<file path="src/sv/rne_pkg.sv">
// shared types, constants and the numeral token table for the roman numeral encoder
`timescale 1ns / 1ps
package rne_pkg;

   localparam int VALUE_W      = 12;
   localparam int GLYPH_W      = 8;
   localparam int REQ_DATA_W   = 16;
   localparam int TOKENS       = 13;
   localparam int TOK_W        = 4;
   localparam int QUEUE_DEPTH_DEF = 2;

   localparam logic [VALUE_W-1:0] VALUE_MAX = 12'd3999;

   localparam logic [GLYPH_W-1:0] CHAR_M    = 8'h4d;
   localparam logic [GLYPH_W-1:0] CHAR_D    = 8'h44;
   localparam logic [GLYPH_W-1:0] CHAR_C    = 8'h43;
   localparam logic [GLYPH_W-1:0] CHAR_L    = 8'h4c;
   localparam logic [GLYPH_W-1:0] CHAR_X    = 8'h58;
   localparam logic [GLYPH_W-1:0] CHAR_V    = 8'h56;
   localparam logic [GLYPH_W-1:0] CHAR_I    = 8'h49;
   localparam logic [GLYPH_W-1:0] CHAR_NONE = 8'h00;

   // tokens ordered from largest weight down
   localparam logic [VALUE_W-1:0] TOKEN_WEIGHT [TOKENS] = '{
      12'd1000, 12'd900, 12'd500, 12'd400, 12'd100, 12'd90, 12'd50,
      12'd40, 12'd10, 12'd9, 12'd5, 12'd4, 12'd1
   };

   localparam logic [GLYPH_W-1:0] TOKEN_FIRST [TOKENS] = '{
      CHAR_M, CHAR_C, CHAR_D, CHAR_C, CHAR_C, CHAR_X, CHAR_L,
      CHAR_X, CHAR_X, CHAR_I, CHAR_V, CHAR_I, CHAR_I
   };

   // CHAR_NONE marks a single-letter token
   localparam logic [GLYPH_W-1:0] TOKEN_SECOND [TOKENS] = '{
      CHAR_NONE, CHAR_M, CHAR_NONE, CHAR_D, CHAR_NONE, CHAR_C, CHAR_NONE,
      CHAR_L, CHAR_NONE, CHAR_X, CHAR_NONE, CHAR_V, CHAR_NONE
   };

   typedef struct packed {
      logic               vld;
      logic [VALUE_W-1:0] value;
   } q_entry_type;

   typedef struct packed {
      logic busy;
      logic pend;
   } back_stat_type;

endpackage

</file>
<file path="src/sv/rne_front.sv">
// front stage: takes requests, drops values with no numeral, hands the rest to the queue
`timescale 1ns / 1ps
module rne_front (
   input  logic                        clock,
   input  logic                        reset,
   input  logic                        req_tvalid,
   output logic                        req_tready,
   input  logic [rne_pkg::VALUE_W-1:0] req_value,
   input  logic                        q_ready,
   output rne_pkg::q_entry_type        q_push
);
   import rne_pkg::*;

   logic               hold_vld_ff, hold_vld_in;
   logic [VALUE_W-1:0] hold_value_ff, hold_value_in;
   logic               in_range;

   assign in_range   = (req_value != '0) && (req_value <= VALUE_MAX);
   assign req_tready = !hold_vld_ff || q_ready;

   always_comb begin
      hold_vld_in   = hold_vld_ff;
      hold_value_in = hold_value_ff;
      if (req_tready) begin
         hold_vld_in   = req_tvalid && in_range;
         hold_value_in = req_value;
      end
   end

   always_ff @(posedge clock) begin
      if (reset) begin
         hold_vld_ff <= 1'b0;
      end else begin
         hold_vld_ff <= hold_vld_in;
      end
      hold_value_ff <= hold_value_in;
   end

   assign q_push.vld   = hold_vld_ff;
   assign q_push.value = hold_value_ff;

endmodule

</file>
<file path="src/sv/rne_queue.sv">
// short fifo of accepted values between the front and the back
`timescale 1ns / 1ps
module rne_queue #(
   parameter int DEPTH = rne_pkg::QUEUE_DEPTH_DEF
) (
   input  logic                 clock,
   input  logic                 reset,
   input  rne_pkg::q_entry_type q_push,
   output logic                 q_ready,
   output rne_pkg::q_entry_type q_head,
   input  logic                 q_pop
);
   import rne_pkg::*;

   localparam int PTR_W = (DEPTH > 1) ? $clog2(DEPTH) : 1;
   localparam int CNT_W = $clog2(DEPTH + 1);
   localparam logic [PTR_W-1:0] PTR_LAST = PTR_W'(DEPTH - 1);
   localparam logic [CNT_W-1:0] CNT_FULL = CNT_W'(DEPTH);

   logic [VALUE_W-1:0] mem_ff [DEPTH];
   logic [PTR_W-1:0]   wr_ptr_ff, wr_ptr_in;
   logic [PTR_W-1:0]   rd_ptr_ff, rd_ptr_in;
   logic [CNT_W-1:0]   count_ff, count_in;
   logic               do_push, do_pop;

   assign q_ready      = (count_ff != CNT_FULL);
   assign do_push      = q_push.vld && q_ready;
   assign do_pop       = q_pop && (count_ff != '0);
   assign q_head.vld   = (count_ff != '0);
   assign q_head.value = mem_ff[rd_ptr_ff];

   always_comb begin
      wr_ptr_in = wr_ptr_ff;
      rd_ptr_in = rd_ptr_ff;
      count_in  = count_ff;
      if (do_push) begin
         wr_ptr_in = (wr_ptr_ff == PTR_LAST) ? '0 : wr_ptr_ff + 1'b1;
      end
      if (do_pop) begin
         rd_ptr_in = (rd_ptr_ff == PTR_LAST) ? '0 : rd_ptr_ff + 1'b1;
      end
      if (do_push && !do_pop) begin
         count_in = count_ff + 1'b1;
      end else if (do_pop && !do_push) begin
         count_in = count_ff - 1'b1;
      end
   end

   always_ff @(posedge clock) begin
      if (reset) begin
         wr_ptr_ff <= '0;
         rd_ptr_ff <= '0;
         count_ff  <= '0;
      end else begin
         wr_ptr_ff <= wr_ptr_in;
         rd_ptr_ff <= rd_ptr_in;
         count_ff  <= count_in;
      end
   end

   always_ff @(posedge clock) begin
      if (do_push) begin
         mem_ff[wr_ptr_ff] <= q_push.value;
      end
   end

endmodule

</file>
<file path="src/sv/rne_back.sv">
// back stage: walks the token table and emits one numeral letter per cycle while the output is not stalled
`timescale 1ns / 1ps
module rne_back (
   input  logic                        clock,
   input  logic                        reset,
   input  rne_pkg::q_entry_type        q_head,
   output logic                        q_pop,
   output logic                        rsp_tvalid,
   input  logic                        rsp_tready,
   output logic [rne_pkg::GLYPH_W-1:0] rsp_glyph,
   output logic                        rsp_last,
   output rne_pkg::back_stat_type      stat
);
   import rne_pkg::*;

   logic               busy_ff, busy_in;
   logic               pend_ff, pend_in;
   logic [TOK_W-1:0]   tok_ff, tok_in;
   logic [VALUE_W-1:0] rest_ff, rest_in;
   logic               vld_ff, vld_in;
   logic [GLYPH_W-1:0] glyph_ff, glyph_in;
   logic               last_ff, last_in;
   logic               out_free;
   logic [TOK_W-1:0]   sel;
   logic [VALUE_W-1:0] rest_next;
   logic               emit_done;

   assign out_free = !vld_ff || rsp_tready;
   assign q_pop    = !busy_ff && q_head.vld;

   // largest token that still fits the remainder
   always_comb begin
      sel = TOK_W'(TOKENS - 1);
      for (int i = TOKENS - 1; i >= 0; i--) begin
         if (rest_ff >= TOKEN_WEIGHT[i]) begin
            sel = TOK_W'(i);
         end
      end
   end

   always_comb begin
      busy_in   = busy_ff;
      pend_in   = pend_ff;
      tok_in    = tok_ff;
      rest_in   = rest_ff;
      vld_in    = vld_ff && !rsp_tready;
      glyph_in  = glyph_ff;
      last_in   = last_ff;
      rest_next = rest_ff - TOKEN_WEIGHT[pend_ff ? tok_ff : sel];
      emit_done = (rest_next == '0);
      if (!busy_ff) begin
         if (q_head.vld) begin
            busy_in = 1'b1;
            pend_in = 1'b0;
            rest_in = q_head.value;
         end
      end else if (out_free) begin
         vld_in = 1'b1;
         if (pend_ff) begin
            // second letter of a subtractive pair
            glyph_in = TOKEN_SECOND[tok_ff];
            pend_in  = 1'b0;
            rest_in  = rest_next;
            last_in  = emit_done;
            busy_in  = !emit_done;
         end else begin
            glyph_in = TOKEN_FIRST[sel];
            tok_in   = sel;
            if (TOKEN_SECOND[sel] != CHAR_NONE) begin
               pend_in = 1'b1;
               last_in = 1'b0;
            end else begin
               rest_in = rest_next;
               last_in = emit_done;
               busy_in = !emit_done;
            end
         end
      end
   end

   always_ff @(posedge clock) begin
      if (reset) begin
         busy_ff <= 1'b0;
         pend_ff <= 1'b0;
         vld_ff  <= 1'b0;
      end else begin
         busy_ff <= busy_in;
         pend_ff <= pend_in;
         vld_ff  <= vld_in;
      end
      tok_ff   <= tok_in;
      rest_ff  <= rest_in;
      glyph_ff <= glyph_in;
      last_ff  <= last_in;
   end

   assign rsp_tvalid = vld_ff;
   assign rsp_glyph  = glyph_ff;
   assign rsp_last   = last_ff;
   assign stat.busy  = busy_ff;
   assign stat.pend  = pend_ff;

endmodule

</file>
<file path="src/sv/binary_to_roman_numeral_encoder_core.sv">
// top level of the binary to roman numeral encoder
//
// converts one 12-bit binary value per request into its roman numeral, sent
// as a run of ascii letters (M D C L X V I) on the rsp stream, most
// significant letter first, rsp_tlast high on the final letter.
// values 0 and 4000..4095 are taken and dropped without any response.
// requests enter on req_tvalid/req_tready, value in req_tdata[11:0].
// a front register classifies each request and pushes good values into a
// small fifo; the back stage pops one value, loads it into its remainder
// register, then emits one letter per cycle unless the output register is
// stalled by rsp_tready; it takes no new value until the numeral is done.
// the front keeps taking requests while the back works, until the fifo
// and the front register are full.
// an accepted request passes the front register, the fifo and the back stage load before its first letter.
// the letter sits in an output register; when rsp_tready is low it holds and
// the back stage waits, without losing or repeating letters.
// reset (synchronous, active high) empties the front register and the fifo and drops any partial
// numeral; there is no clearing pass.
`timescale 1ns / 1ps
module binary_to_roman_numeral_encoder_core #(
   parameter int QUEUE_DEPTH = rne_pkg::QUEUE_DEPTH_DEF
) (
   input  logic                           clock,
   input  logic                           reset,
   // request channel
   input  logic                           req_tvalid,
   output logic                           req_tready,
   input  logic [rne_pkg::REQ_DATA_W-1:0] req_tdata,  // [11:0] value, [15:12] zero
   // response channel
   output logic                           rsp_tvalid,
   input  logic                           rsp_tready,
   output logic [rne_pkg::GLYPH_W-1:0]    rsp_tdata,  // [7:0] glyph
   output logic                           rsp_tlast
);
   import rne_pkg::*;

   q_entry_type   q_push;
   q_entry_type   q_head;
   logic          q_ready;
   logic          q_pop;
   back_stat_type back_stat;

   // front: request register and range check
   rne_front u_front (
      .clock      (clock),
      .reset      (reset),
      .req_tvalid (req_tvalid),
      .req_tready (req_tready),
      .req_value  (req_tdata[VALUE_W-1:0]),
      .q_ready    (q_ready),
      .q_push     (q_push)
   );

   // decoupling fifo
   rne_queue #(
      .DEPTH (QUEUE_DEPTH)
   ) u_queue (
      .clock   (clock),
      .reset   (reset),
      .q_push  (q_push),
      .q_ready (q_ready),
      .q_head  (q_head),
      .q_pop   (q_pop)
   );

   // back: letter generator with output register
   rne_back u_back (
      .clock      (clock),
      .reset      (reset),
      .q_head     (q_head),
      .q_pop      (q_pop),
      .rsp_tvalid (rsp_tvalid),
      .rsp_tready (rsp_tready),
      .rsp_glyph  (rsp_tdata),
      .rsp_last   (rsp_tlast),
      .stat       (back_stat)
   );

   // once the final letter is registered, no second letter of a pair is pending
   a_last_frees_back: assert property (@(posedge clock) disable iff (reset)
      rsp_tvalid && rsp_tlast |-> !back_stat.pend)
      else $error("back stage still holds a pair letter after last");

   // a pending second letter only exists while a value is in work
   a_pend_needs_busy: assert property (@(posedge clock) disable iff (reset)
      back_stat.pend |-> back_stat.busy)
      else $error("pair letter pending with back stage idle");

   // the first letter of a pair is never marked last
   a_pair_not_last: assert property (@(posedge clock) disable iff (reset)
      $rose(back_stat.pend) |-> rsp_tvalid && !rsp_tlast)
      else $error("first letter of a pair marked last");

   // only numeral letters leave the block
   a_legal_glyph: assert property (@(posedge clock) disable iff (reset)
      rsp_tvalid |-> (rsp_tdata == CHAR_M) || (rsp_tdata == CHAR_D) ||
         (rsp_tdata == CHAR_C) || (rsp_tdata == CHAR_L) || (rsp_tdata == CHAR_X) ||
         (rsp_tdata == CHAR_V) || (rsp_tdata == CHAR_I))
      else $error("illegal numeral letter on response");

endmodule
</file>
<file path="config.mk">
export PLATFORM = sky130hd
export DESIGN_NAME = binary_to_roman_numeral_encoder_core
export DESIGN_NICKNAME = d
export VERILOG_FILES = /design/src/sv/rne_pkg.sv /design/src/sv/rne_front.sv /design/src/sv/rne_queue.sv /design/src/sv/rne_back.sv /design/src/sv/binary_to_roman_numeral_encoder_core.sv
export SDC_FILE = /design/constraint.sdc
export NUM_CORES = 1
export LEC_CHECK = 0
export BUFFER_PORTS_ARGS = -buffer_cell sky130_fd_sc_hd__clkbuf_2
export CAP_MARGIN = 40
export CORE_MARGIN = 4
export CORE_UTILIZATION = 40
export CTS_CLUSTER_SIZE = 24
export DETAILED_ROUTE_END_ITERATION = 7
export GPL_TIMING_DRIVEN = 0
export MAX_ROUTING_LAYER = met4
export PLACE_DENSITY_LB_ADDON = 0.08
export RECOVER_POWER = 50
export SLEW_MARGIN = 20
export SYNTH_ARGS = -nofsm -noshare
export SYNTH_HDL_FRONTEND = slang
export SYNTH_SLANG_ARGS = --single-unit
</file>
<file path="constraint.sdc">
create_clock -name clock -period 4.5 [get_ports clock]
set_clock_uncertainty 0.15 [all_clocks]
set_input_delay 0.45 -clock clock [delete_from_list [all_inputs] [get_ports clock]]
set_output_delay 0.45 -clock clock [all_outputs]
set_load 0.1 [all_outputs]
</file>
Word level (Yosys, flattened, before mapping) --
Memories as Yosys holds them, arrays and structs flattened. A register that Yosys moved wholly into a read port is not among the register bits. Cells that the tools add are included.
Storage, ports and cells: ROM bits 576, logic and storage cells 119, bits in writable memories 24, output and inout bits 11, memories 5, register bits after elaboration 45
Cells by class: reduce and logical (&&, ||, !) cells 26, bitwise gates (word level) 3, equal/unequal tests 3, order comparisons 16, add/subtract/negate cells 5, mux-type cells 49
Memories:
- (no name shown) | depth 16, width 12, rd ports 1, clocked after memory_dff 0, wr ports 0, line rne_back.sv:49 | rest_next = rest_ff - TOKEN_WEIGHT[pend_ff ? tok_ff : sel];
- (no name shown) | depth 16, width 8, rd ports 1, clocked after memory_dff 0, wr ports 0, line rne_back.sv:69 | if (TOKEN_SECOND[sel] != CHAR_NONE) begin
- (no name shown) | depth 16, width 8, rd ports 1, clocked after memory_dff 0, wr ports 0, line rne_back.sv:61 | glyph_in = TOKEN_SECOND[tok_ff];
- (no name shown) | depth 16, width 8, rd ports 1, clocked after memory_dff 0, wr ports 0, line rne_back.sv:67 | glyph_in = TOKEN_FIRST[sel];
- u_queue.mem_ff | depth 2, width 12, rd ports 1, clocked after memory_dff 1, wr ports 1, line rne_queue.sv:20 | logic [VALUE_W-1:0] mem_ff [DEPTH];
Operator list (count):
- 12-bit two-way mux | 7
- 8-bit two-way mux | 7
- 4-bit two-way mux | 9
- 12-bit by 10-bit greater-or-equal comparator with 1-bit output (second input constant) | 2
- 12-bit by 3-bit greater-or-equal comparator with 1-bit output (second input constant) | 2
- 12-bit by 4-bit greater-or-equal comparator with 1-bit output (second input constant) | 2
- 12-bit by 6-bit greater-or-equal comparator with 1-bit output (second input constant) | 2
- 12-bit by 7-bit greater-or-equal comparator with 1-bit output (second input constant) | 2
- 12-bit by 9-bit greater-or-equal comparator with 1-bit output (second input constant) | 2
- 1-bit two-way mux | 20
- 5-bit greater-or-equal comparator (second input constant) | 3
- 4-bit inverter with 5-bit output | 3
- 12-bit less-or-equal comparator (second input constant) | 1
- 12-bit zero test | 1
- 3-bit two-way mux | 4
- 12-bit nonzero test | 1
- 12-bit subtractor | 1
- 1-bit logical AND | 8
- 8-bit nonzero test | 1
- 1-bit zero test | 7
- 2-bit nonzero test | 3
- 2-bit two-way mux | 2
- 2-bit != test (second input constant) | 2
- 2-bit AND reduction | 2
- 6 further kinds | 8

Logic depth before layout (Yosys ltp) --
Gate-level depths: netlist (run 1).
depth after elaboration 25, mapped depth 20

Cells and area by module --
From an unflattened synthesis (run 1), not the netlist that was laid out.
Second synthesis, totals: cell total of the unflattened synthesis 342, area total of the unflattened synthesis 3922.5 um2
By module, submodules not included:
- rne_back | cells each 257, area an instance 2391.0 um2, times used 1
- rne_queue | cells each 61, area an instance 1083.5 um2, times used 1
- rne_front | cells each 24, area an instance 447.9 um2, times used 1

Worst setup path before layout (run 1) --
No wires, ideal clock.
path type reg2reg, from reg u_back.rest_ff[11], to reg u_back.rest_ff[11], data pin, setup slack 0.061 ns, clock period less this slack 4.439 ns, arrival 4.018 ns, cell stages (with the launch flop) 20, cells stage by stage edfxtp_1 > buf_6 > or3_1 > or3_4 > a211o_1 > a21o_1 > buf_6 > nor2_1 > a21oi_1 > ha_1 > o31ai_1 > inv_1 > ha_1 > nand2b_1 > a21oi_1 > nor3_1 > o21ai_0 > a21boi_0 > xnor2_1 > a21oi_1
On the way: longest elaborated chain between the ends 23, elaborated cells on any way between the ends 34
RTL lines:
- from (decl) | line rne_back.sv:19 | logic [VALUE_W-1:0] rest_ff, rest_in;
- from (signal assigned) | line rne_back.sv:92 | rest_ff <= rest_in;
- 12-bit by 3-bit greater-or-equal comparator with 1-bit output | line rne_back.sv:35 | if (rest_ff >= TOKEN_WEIGHT[i]) begin
- 3-bit two-way mux (4 in a row) | line rne_back.sv:35
- 4-bit two-way mux (8 in a row) | line rne_back.sv:35
- 4-bit two-way mux | line rne_back.sv:49
- 4-bit inverter with 5-bit output | line rne_back.sv:49
- memory read 16 x 12 bit
- 12-bit two-way mux (2 in a row) | line rne_back.sv:49
- 12-bit subtractor (*) | line rne_back.sv:49
- 12-bit two-way mux | line rne_back.sv:69
- 12-bit two-way mux (*) | line rne_back.sv:59 | if (pend_ff) begin
- 12-bit two-way mux (*) | line rne_back.sv:57 | end else if (out_free) begin
- 12-bit two-way mux (*) | line rne_back.sv:51 | if (!busy_ff) begin
- net u_back.rest_in[11] | line rne_back.sv:19
Mark *: on every way through the listed nets, which the timed path passes. The rest lies on a longest branch. The select of a mux whose other input is x is not followed. A chain may end at the register's enable or synchronous reset.

Final worst setup path (run 1) --
from reg u_back.rest_ff[10], to reg u_back.last_ff (netlist: u_back.rsp_last), data pin
On the way: longest elaborated chain between the ends 22, elaborated cells on any way between the ends 38
RTL lines:
- 12-bit by 3-bit greater-or-equal comparator with 1-bit output | line rne_back.sv:35
- 3-bit two-way mux (4 in a row) | line rne_back.sv:35
- 4-bit two-way mux (8 in a row) | line rne_back.sv:35
- 4-bit two-way mux | line rne_back.sv:49
- 4-bit inverter with 5-bit output | line rne_back.sv:49
- memory read 16 x 12 bit
- 12-bit two-way mux (2 in a row) | line rne_back.sv:49
- 12-bit subtractor | line rne_back.sv:49
- 12-bit zero test | line rne_back.sv:50 | emit_done = (rest_next == '0);
- 1-bit two-way mux | line rne_back.sv:69
- 1-bit two-way mux (*) | line rne_back.sv:59
- to (signal assigned) | line rne_back.sv:94 | last_ff <= last_in;
- to (decl) | line rne_back.sv:22 | logic last_ff, last_in;
Mark *: on every way between the ends. The rest lies on a longest branch, timed or not. The select of a mux whose other input is x is not followed.

==> flow_metrics.py, run 1 <==
metrics = {
    "run_status": {
        "status": "finished clean",
    },
    "placed_design": {
        "io_buffer_count": 23,
        "pre_cts_ws_ns": -0.6204,
        "gp_congestion": 0.8263,
        "hpwl_mm": 5.637,
    },
    "clock_network": {
        "numCtsBuffers": 9,
        "clock_sinks": 68,
        "clk_pin_slew_worst_paths_ns": 0.08,
        "cts_tree": "built",
        "cts_buffer_depth": 2,
        "cts_hold_buf": 0,
        "root_buffer": "clkbuf_8",
        "clk_latency_ns": 0.34,
        "cts_max_level": 3,
    },
    "synth": {
        "syn_area_per_cell_um2": 10.61,
        "yosys.area.top_type": "edfxtp_1",
        "synthFlopType": "edfxtp_1",
        "ys_async_sr_fraction": 0,
        "yosysSeqAreaShare": 0.5226,
        "yosysMostFrequentCell": "edfxtp_1",
        "synth_cell_types": 61,
        "yosys_warnings": 0,
        "yosysTopAreaCellShare": 0.4744,
        "synth_seq_cells": 68,
        "synth_common_cells": "59 x edfxtp_1, 32 x nor2_1, 24 x o21ai_0, 23 x a21oi_1, 22 x nand2_1",
        "syn_inst": 352,
        "syn_area_um2": 3735,
        "synth.area.top_cells": "edfxtp_1 47%, dfxtp_1 4.8%, ha_1 4.4%",
        "synth-edff-count": 59,
    },
    "routing": {
        "dr.pass1.iters": 4,
        "dr_total_vias": 2797,
        "wire_per_inst_um": 15.44,
        "final_antenna_net_count": 0,
        "routed_wl_mm": 7.951,
        "vias_per_cell": 5.431,
        "drc": 0,
        "drt_iter0_drc": 110,
    },
    "global_routing": {
        "overflow": 0,
        "grt_max_degree": 15,
        "antenna_found_initial": 0,
        "grt_use_total": 0.1537,
        "grt_pass1_wl_mm": 13.08,
        "first_global_vias": 2731,
    },
    "layout": {
        "layout-drive-gt1-share": 0.2088,
        "fin_util": 0.5044,
        "nNetsFinal": 436,
        "multiInputGateArea_um2": 1819,
        "fillCellCount": 807,
        "diodes": 0,
        "regArea_um2": 1952,
        "area_delta_synth_final_pct": 20.07,
    },
    "setup_path": {
        "cp.arrival_ns": 4.52,
        "reg2reg_to": "u_back.rsp_last$_DFFE_PP_",
        "end_kind": "register",
        "reg2reg_depth": 15,
        "path_class": "reg2reg",
        "r2r_slack_ns": 0.02,
        "r2r-start": "u_back.rest_ff[10]$_DFFE_PP_",
        "crit_required_ns": 4.54,
        "critical_path.max_fanout": 6,
        "start_kind": "register",
    },
    "timing": {
        "setup_violations": 0,
        "min_period_ns": 4.480,
        "fin_ws_ns": 0.01988,
        "drv_slew": 0,
        "fin_crit_sh": 0.9956,
        "rsz0062_at_grt": "yes",
        "tightest_slew_ns": 0.6201,
        "slew_headroom": 0.5853,
        "fmax_mhz": 223.2,
        "hold_viol_final": 0,
    },
    "min_path": {
        "holdPathEnd": "u_front.hold_value_ff[1]$_DFFE_PP_",
        "min_path_cells": 1,
        "hold_path_class": "in2reg",
        "hold_start": "req_tdata[1]",
    },
    "die": {
        "start_util": 0.4201,
        "std_cell_rows": 34,
        "core_area_um2": 8891,
        "die_y_um": 104.6,
        "ios": 31,
        "die-area_um2": 10950,
        "die_w_um": 104.6,
    },
    "flow_run": {
        "max_cap_violations": 0,
    },
}
-- flip-flops by register name, summed over array words and instances, names as in the netlist, named ones only --
name / flops
u_queue.rd_ptr_ff: 1
u_front.hold_vld_ff: 1
u_back.rest_ff: 12
u_front.hold_value_ff: 12
u_back.rsp_glyph: 6
u_back.rsp_tvalid: 1
u_back.tok_ff: 4
u_back.rsp_last: 1
u_back.pend_ff: 1
u_queue.wr_ptr_ff: 1
u_queue.mem_ff: 24
u_back.busy_ff: 1
u_queue.count_ff: 2
-- placed cells by master, fill, tap and decap left out, drive strengths merged, types with 3 or more instances in the layout --
cell type and count:
or3 4, nor2b 11, nand2 22, inv 15, a21oi 23, o21ai 27, nor3 16, xnor2 3
nand2b 6, clkbuf 41, nor2 32, clkinv 4, a211oi 7, xor2 10, o211ai 4, o21a 4
o31ai 4, ha 13, a31oi 3, nor4 3, nand3 9, a211o 3, a21o 4, mux2i 9
dfxtp 9, buf 25, edfxtp 59
-- what timing repair did --
item                                    CTS  global route
endpoints found under the setup margin    9             6
gates resized for setup                  31            12
setup buffers                            14             2
pin swaps                                11             6
-- final cells by class --
cell class	count	share of cell area
Tap cell	108	0.03013
Sequential cell	68	0.4353
Inverter	16	0.01339
Multi-Input combinational cell	254	0.4057
Clock buffer	13	0.04520
Clock inverter	3	0.005022
Buffer	13	0.01423
Timing Repair Buffer	40	0.05106
-- worst max path at each step --
| stage | depth (start not counted) | end | from |
|---|---|---|---|
| finish | 15 | u_back.rsp_last$_DFFE_PP_ | u_back.rest_ff[10]$_DFFE_PP_ |
| global route | 15 | u_back.rsp_last$_DFFE_PP_ | u_back.rest_ff[10]$_DFFE_PP_ |
| CTS | 20 | u_back.busy_ff$_SDFF_PP0_ | u_back.rest_ff[11]$_DFFE_PP_ |
| detailed placement | 18 | u_back.rest_ff[11]$_DFFE_PP_ | u_back.rest_ff[10]$_DFFE_PP_ |
| global placement | 18 | u_back.rest_ff[11]$_DFFE_PP_ | u_back.rest_ff[10]$_DFFE_PP_ |
| floorplan | 19 | u_back.rest_ff[11]$_DFFE_PP_ | u_back.rest_ff[11]$_DFFE_PP_ |
-- metal layers --
layer | GRT usage | part of all wire | up-vias
met4 | 0.06373 | 0.022 | 0
met3 | 0.02836 | 0.033 | 14
li1 | - | - | 1421
met2 | 0.2634 | 0.50 | 44
met1 | 0.1778 | 0.44 | 1318
met5 | - | 0 | -
-- cells by family after synthesis --
family / share of synthesized area
AOI/OAI and AO/OA: 0.1695
xor gates and xnor gates: 0.03049
adders and majority gates: 0.04891
buffers and inverters: 0.03920
DFF: 0.5226
muxes: 0.02412
other: 0.001004
and+or+nand+nor: 0.1642
-- stage by stage --
stage	cell area [um^2]	cells	setup TNS, ns	hold WS, ns
after detailed placement	4004	486	-3.118	0.2828
after CTS	4464	515	0	0.1310
after global routing	4484	515	-0.4087	0.1382
after global placement	3989	484	-2.589	0.2734
after floorplan	3739	353	0	0.2715
final	4484	515	0	0.1560
-- worst max-delay path: stages, from the launching register on --
cell and delay [ns]:
edfxtp_1 0.45, or3_4 0.42, or3_4 0.36, a311oi_2 0.23
o21ai_2 0.13, o21ai_4 0.26, ha_4 0.15, nor3_1 0.04
a311o_1 0.35, ha_1 0.26, or3_1 0.47, o31ai_2 0.29
xor2_1 0.29, buf_4 0.17, nand4b_1 0.11, nor3_2 0.21
Power of run 1 is left out: the tool's default activity adds up to more than one toggle a clock period on the data nets, which glitch-free logic cannot reach.
==> run 2, diff against run 1 <==
--- a/config.mk
+++ b/config.mk
@@ -8,7 +8,7 @@
 export BUFFER_PORTS_ARGS = -buffer_cell sky130_fd_sc_hd__clkbuf_2
 export CAP_MARGIN = 40
 export CORE_MARGIN = 4
-export CORE_UTILIZATION = 40
+export CORE_UTILIZATION = 45
 export CTS_CLUSTER_SIZE = 24
 export DETAILED_ROUTE_END_ITERATION = 7
 export GPL_TIMING_DRIVEN = 0
==> run 2 against run 1 <==
Against the previous run:
- the flow now finishes with violations (negative setup slack)
- highest routed layer unchanged
- design area is 2.6% higher
- clock-buffer cell count is 1 higher
- die area is 10% lower
- worst hold slack better by 0.00079 ns
- non-clock buffer count is 7 higher
==> flow_metrics.py, run 2 (synthesized netlist as in run 1, its figures left out) <==
metrics = {
    "global_routing": {
        "grt_use_total": 0.1688,
        "busiest_layer": "met2",
        "grt_pass1_wl_mm": 12.74,
        "overflow": 0,
        "met3_usage": 0.03717,
        "antenna_found_initial": 0,
        "met2_usage": 0.2986,
        "first_global_vias": 2758,
        "grt_use_met1": 0.1875,
        "grt_max_degree": 15,
    },
    "setup_path": {
        "cp.arrival_ns": 4.67,
        "r2r-start": "u_back.rest_ff[11]$_DFFE_PP_",
        "reg2reg_to": "u_back.busy_ff$_SDFF_PP0_",
        "crit_required_ns": 4.60,
        "end_kind": "register",
        "crit_path_cell_trace": "or3_4 -> or3_4 -> buf_6 -> a311oi_2 -> o21ai_2 -> o21ai_4 -> inv_2 -> ha_4 -> o21ai_2 -> a2bb2oi_2 -> ha_4 -> or2_2 -> o211ai_1 -> a2bb2oi_2 -> buf_4 -> xor2_4 -> and4b_1 -> nand3b_1 -> o21a_1",
        "path_class": "reg2reg",
        "startpoint": "u_back.rest_ff[11]$_DFFE_PP_",
        "start_kind": "register",
        "r2r_slack_ns": -0.07,
        "slowest_stage": "edfxtp_1",
        "critical_path.max_fanout": 4,
        "critPathMaxStageDelay_ns": 0.42,
        "reg2reg_depth": 19,
    },
    "layout": {
        "area_delta_synth_final_pct": 23.15,
        "layout_commonest_cell": "edfxtp_1",
        "fin_util": 0.5831,
        "layout-drive-gt1-share": 0.2295,
        "fillCellCount": 688,
        "multiInputGateArea_um2": 1867,
        "final_cell_mix": "59 x edfxtp_1, 30 x nor2_1, 26 x buf_4",
        "diodes": 0,
        "reg.largest.list": "u_queue.mem_ff x24, u_back.rest_ff x12, u_front.hold_value_ff x12",
        "largest-register": "u_queue.mem_ff",
        "nNetsFinal": 443,
        "regArea_um2": 1952,
        "largest_reg_flops": 24,
    },
    "timing": {
        "drv_slew": 0,
        "fin_ws_ns": -0.07441,
        "slew_headroom": 0.5981,
        "rsz0062_at_grt": "yes",
        "hold_viol_final": 0,
        "fin_crit_sh": 1.017,
        "min_period_ns": 4.574,
        "setup_violations": 2,
        "fmax_mhz": 218.6,
        "tightest_slew_ns": 0.6011,
    },
    "routing": {
        "drc": 0,
        "wire_per_inst_um": 15.22,
        "dr.pass1.iters": 4,
        "vias_per_cell": 5.512,
        "final_antenna_net_count": 0,
        "dr_total_vias": 2844,
        "routed_wl_mm": 7.853,
        "drt_iter0_drc": 118,
    },
    "clock_network": {
        "cts_tree": "built",
        "cts_hold_buf": 0,
        "cts_max_level": 3,
        "numCtsBuffers": 9,
        "clk_latency_ns": 0.34,
        "clk_pin_slew_worst_paths_ns": 0.08,
        "clock_sinks": 68,
        "root_buffer": "clkbuf_8",
        "cts_buffer_depth": 2,
    },
    "run_status": {
        "status": "finished with violations",
        "violations": "negative setup slack",
    },
    "die": {
        "std_cell_rows": 32,
        "die-area_um2": 9821,
        "die_y_um": 99.10,
        "ios": 31,
        "die_w_um": 99.10,
        "core_area_um2": 7888,
        "start_util": 0.4735,
    },
    "min_path": {
        "hold_start": "req_tdata[0]",
        "hold_path_class": "in2reg",
        "holdPathEnd": "u_front.hold_value_ff[0]$_DFFE_PP_",
        "min_path_cells": 1,
    },
    "placed_design": {
        "io_buffer_count": 23,
        "gp_congestion": 0.7694,
        "pre_cts_ws_ns": -0.6217,
        "hpwl_mm": 5.520,
    },
    "flow_run": {
        "max_cap_violations": 0,
    },
}
[run 2: changes by cell type in the layout (fill, tap and decap cells not counted), sizes merged]
cell | previous run | this run
clkinv | 4 | 3
clkbuf | 41 | 42
buf | 25 | 32
[run 2: worst max path at each step]
stage,endpoint,slack (ns),cells past startpoint
detailed placement,u_back.rest_ff[11]$_DFFE_PP_,-0.62,18
global placement,u_back.rest_ff[11]$_DFFE_PP_,-0.53,18
global route,u_back.busy_ff$_SDFF_PP0_,-0.25,19
floorplan,u_back.rest_ff[11]$_DFFE_PP_,0.06,19
CTS,u_back.busy_ff$_SDFF_PP0_,0.005,20
finish,u_back.busy_ff$_SDFF_PP0_,-0.07,19
[run 2: what timing repair did]
item	4_1_cts	5_1_grt
endpoints found under the hold margin	0	0
pin swaps	10	25
setup buffers	11	11
endpoints found under the setup margin	9	8
resized for setup	27	26
[run 2: per-stage QoR]
step	hold slack (ns)	area (um^2)	cells	setup TNS, ns
2_1_floorplan	0.2715	3739	353	0
3_3_place_gp	0.2747	3981	478	-2.359
4_1_cts	0.1314	4441	507	0
5_1_grt	0.1648	4599	516	-1.007
6_report	0.1568	4599	516	-0.09477
3_5_place_dp	0.2798	3996	480	-2.998
[run 2: routing by layer]
metal	up-vias	part of all wire
met5	-	0
met4	0	0.026
met3	16	0.039
met2	56	0.51
met1	1343	0.42
li1	1429	-
[run 2: area by class of cell]
type	count	area share
sequential	68	0.4244
multi-input combinational	254	0.4059
clock buffer	14	0.04951
buffer	13	0.01387
clock inverter	2	0.003808
tap	102	0.02775
timing repair buffer	47	0.06175
inverter	16	0.01306
[run 2: critical path: cells and delay by family (launching register included)]
| kind | cells | cell delay (ns) |
|---|---|---|
| AO/OA/AOI/OAI | 8 | 1.47 |
| XOR/XNOR | 1 | 0.15 |
| adder cells (fa/ha/maj) | 2 | 0.43 |
| buffers and inverters | 3 | 0.38 |
| flip-flops | 1 | 0.42 |
| AND/OR/NAND/NOR | 5 | 1.45 |
Power of run 2 is left out for the same reason.
